## src/hdl/dmac_ram.sv

```systemverilog
module dmac_ram #(
  parameter int WIDTH = 8,
  parameter int DEPTH = 4
) (
  input  logic                     clk,
  input  logic                     we,
  input  logic [$clog2(DEPTH)-1:0] waddr,
  input  logic [WIDTH-1:0]         wdata,
  input  logic [$clog2(DEPTH)-1:0] raddr,
  output logic [WIDTH-1:0]         rdata
);

  logic [WIDTH-1:0] mem [DEPTH];

  // write port and registered read
  always_ff @(posedge clk) begin
    if (we) begin
      mem[waddr] <= wdata;
    end
    rdata <= mem[raddr];
  end

endmodule

```

## config.mk

```make
export PLATFORM = sky130hd
export DESIGN_NAME = dmac_ram
export DESIGN_NICKNAME = d
export VERILOG_FILES = /design/src/hdl/dmac_ram.sv
export SDC_FILE = /design/constraint.sdc
export NUM_CORES = 1
export LEC_CHECK = 0
export BUFFER_PORTS_ARGS = -buffer_cell sky130_fd_sc_hd__buf_2
export CORE_ASPECT_RATIO = 1.5
export CORE_MARGIN = 2
export CORE_UTILIZATION = 29
export DETAILED_ROUTE_END_ITERATION = 16
export GPL_ROUTABILITY_DRIVEN = 0
export PLACE_DENSITY = 0.49
export SLEW_MARGIN = 30
export SYNTH_ARGS = -nofsm -noshare
export SYNTH_HDL_FRONTEND = slang
export SYNTH_SLANG_ARGS = --single-unit
```

## constraint.sdc

```tcl
create_clock -name clk -period 1.1 [get_ports clk]
set_clock_uncertainty 0.05 [all_clocks]
set_input_delay 0.11 -clock clk [delete_from_list [all_inputs] [get_ports clk]]
set_output_delay 0.11 -clock clk [all_outputs]
set_load 0.02 [all_outputs]
```

==> results.yml <==
grt:
  gr-total-overflow: 0
  grt_pass1_vias: 676
  antenna_found_initial: 0
  grt_first_pass_wirelength_um: 3330
  grt_usage_pct: 9.47
  grt_max_degree: 13
floorplan:
  fp.dieArea_um2: 5220
  ios: 22
  die_h_um: 87.5
  start_util_pct: 29.9
  die_w_um: 59.7
  placementRows: 30
  core_area_um2: 4500
hold_path:
  hold_path_class: "primary input to register"
  whs_path_depth: 2
  hold_path_startpoint: "raddr[1]"
  hold_end: "rdata[7]"
setup_path:
  end_kind: "register"
  slowest_delay_ps: 460
  cp.required_ps: 1210
  path_max_fanout: 1
  reg2reg_slack_ps: 100
  worst-setup-path-type: "register to register"
  r2r-start: "mem[2][4]"
  crit_path_start_kind: "register"
  cpMaxStageDelayCell: "mux4_2"
  cp_top_family: "multiplexers"
  crit_chain: "mux4_2"
  r2r_cells: 1
  cp_num_buf_inv: 0
  arrival_ps: 1110
  r2r-end: "rdata[4]"
route:
  drt-initial-drc-count: 3
  wire_per_inst_um: 14.6
  first_pass_iters: 2
  drc_errors: 0
  antenna_left: 0
  num_vias: 637
  via_per_inst: 4.49
  wl_um: 2070
sta:
  fmax_mhz: 998
  setup_tns_ps: 0
  fin_crit_sh_pct: 91.1
  tightest_slew_ps: 228
  slew_viol_final: 0
  min_period_ps: 1000
  hold_viol: 0
  max-slew-margin-rel_pct: 84.8
  rsz0062_at_grt: "false"
  setup_violations: 0
final_layout:
  drive_gt1_share_pct: 44.7
  diodes: 0
  syn2layout_area_growth_pct: 31.8
  final_cell_mix: "32 x edfxtp_1, 21 x buf_2, 8 x mux4_2, 8 x dlygate4sd3_1, 8 x dfxtp_1"
  stdcell_count: 142
  mostFrequentLayoutCell: "edfxtp_1"
  fin_nets: 107
logic_synthesis:
  synth.distinct_cells: 8
  yosysSeqAreaShare_pct: 83.1
  yosysWarnings: 0
  syn_nets: 68
  synth_cells: 54
  synth_seq_cells: 40
  avgSynthCellArea_um2: 25.0
  synth_area_um2: 1350
clock_tree:
  cts_tree: "built"
  cts_inserted_buffers: 5
  cts_max_level: 2
  ctsLongestPathBuffers: 2
  clkSinkCount: 40
  clk_pin_slew_ps: 80
  clk_latency_ps: 280
  cts-root-buf: "clkbuf_8"
  post_cts_resized: 0
flow_run:
  max-cap-violations: 0
pwr:
  switching_share_pct: 19.1
  seq_power_share_pct: 55.8
  peakVddDrop_v: 0.000534
  share_comb_of_total_power_pct: 7.7
  pwr-share-clk_pct: 36.4
  power_density_nw_per_um2: 1750
  leakage_nw: 0.646
  internal-power_w: 0.00252
  p_sw_w: 0.000596
place:
  placedCellCount: 126
  io_buffers: 21
status:
  status: "finished clean"
[synthesized netlist by cell type, drive strengths merged]
cell type / count / area [um2]
clkbuf: 1 / 5.00
mux4: 8 / 180
and3b: 2 / 17.5
buf: 1 / 11.3
dfxtp: 8 / 160
nor3b: 1 / 7.51
and3: 1 / 6.26
edfxtp: 32 / 961
[sequential cells by signal, summed over array words and instances (netlist names)]
name	flops
mem	32
rdata	8
[stage by stage]
step	hold WS (ps)	setup WS [ps]	util [%]	area (um2)	power, W
4_1_cts	211	84.9	39.5	1780	0.00316
5_1_grt	218	52.8	39.5	1780	0.00326
6_report	211	98.0	39.5	1780	0.00312
3_3_place_gp	271	74.7	35.3	1590	0.00199
3_5_place_dp	277	57.1	35.3	1590	0.00200
2_1_floorplan	159	141	-	1350	0.00189
[what timing repair did]
| action | in CTS | in global routing |
|---|---|---|
| buffers inserted | 0 | 0 |
| setup endpoints to repair | 0 | 0 |
| endpoints found under the hold margin | 32 | 0 |
| hold buffers | 8 | 0 |
[layout make-up]
cell class,instances,area (um2)
flip-flops and latches,40,1120
repair buffers,34,273
fillers,428,2730
clock buffers,6,72.6
clock inverters,2,35.0
multi-input cells,12,216
well taps,48,60.1
[power by group through the flow]
stage | sequential (W) | combinational [W] | clock [W]
3_3_place_gp | 0.00177 | 0.000220 | 0
4_1_cts | 0.00174 | 0.000246 | 0.00117
2_1_floorplan | 0.00181 | 0.0000787 | 0
5_1_grt | 0.00175 | 0.000263 | 0.00125
6_report | 0.00174 | 0.000241 | 0.00114
3_5_place_dp | 0.00178 | 0.000225 | 0
[worst max path at each step]
stage / endpoint / startpoint / depth (start not counted)
6_report: rdata[4] / mem[2][4] / 1
5_1_grt: rdata[6] / mem[3][6] / 1
4_1_cts: rdata[4] / mem[2][4] / 1
3_5_place_dp: rdata[4] / raddr[0] / 3
3_3_place_gp: rdata[3] / raddr[0] / 3
2_1_floorplan: rdata[0] / mem[3][0] / 1
[routing by layer]
layer,vias to the layer above,GRT usage [%],share of wire (%)
li1,299,-,-
met3,5,3.71,4.7
met5,-,0,0
met4,0,5.45,2.3
met2,17,16.8,58
met1,316,8.85,35
[cell families (layout without fill, tap and decap cells)]
family	Yosys count	in the layout	share of synthesized area, %
flip-flops	40	40	83.1
multiplexers	8	8	13.4
AND/OR/NAND/NOR	4	4	2.32
buffers and inverters	2	42	1.21
Note: power is estimated with default switching activity, not from simulation.
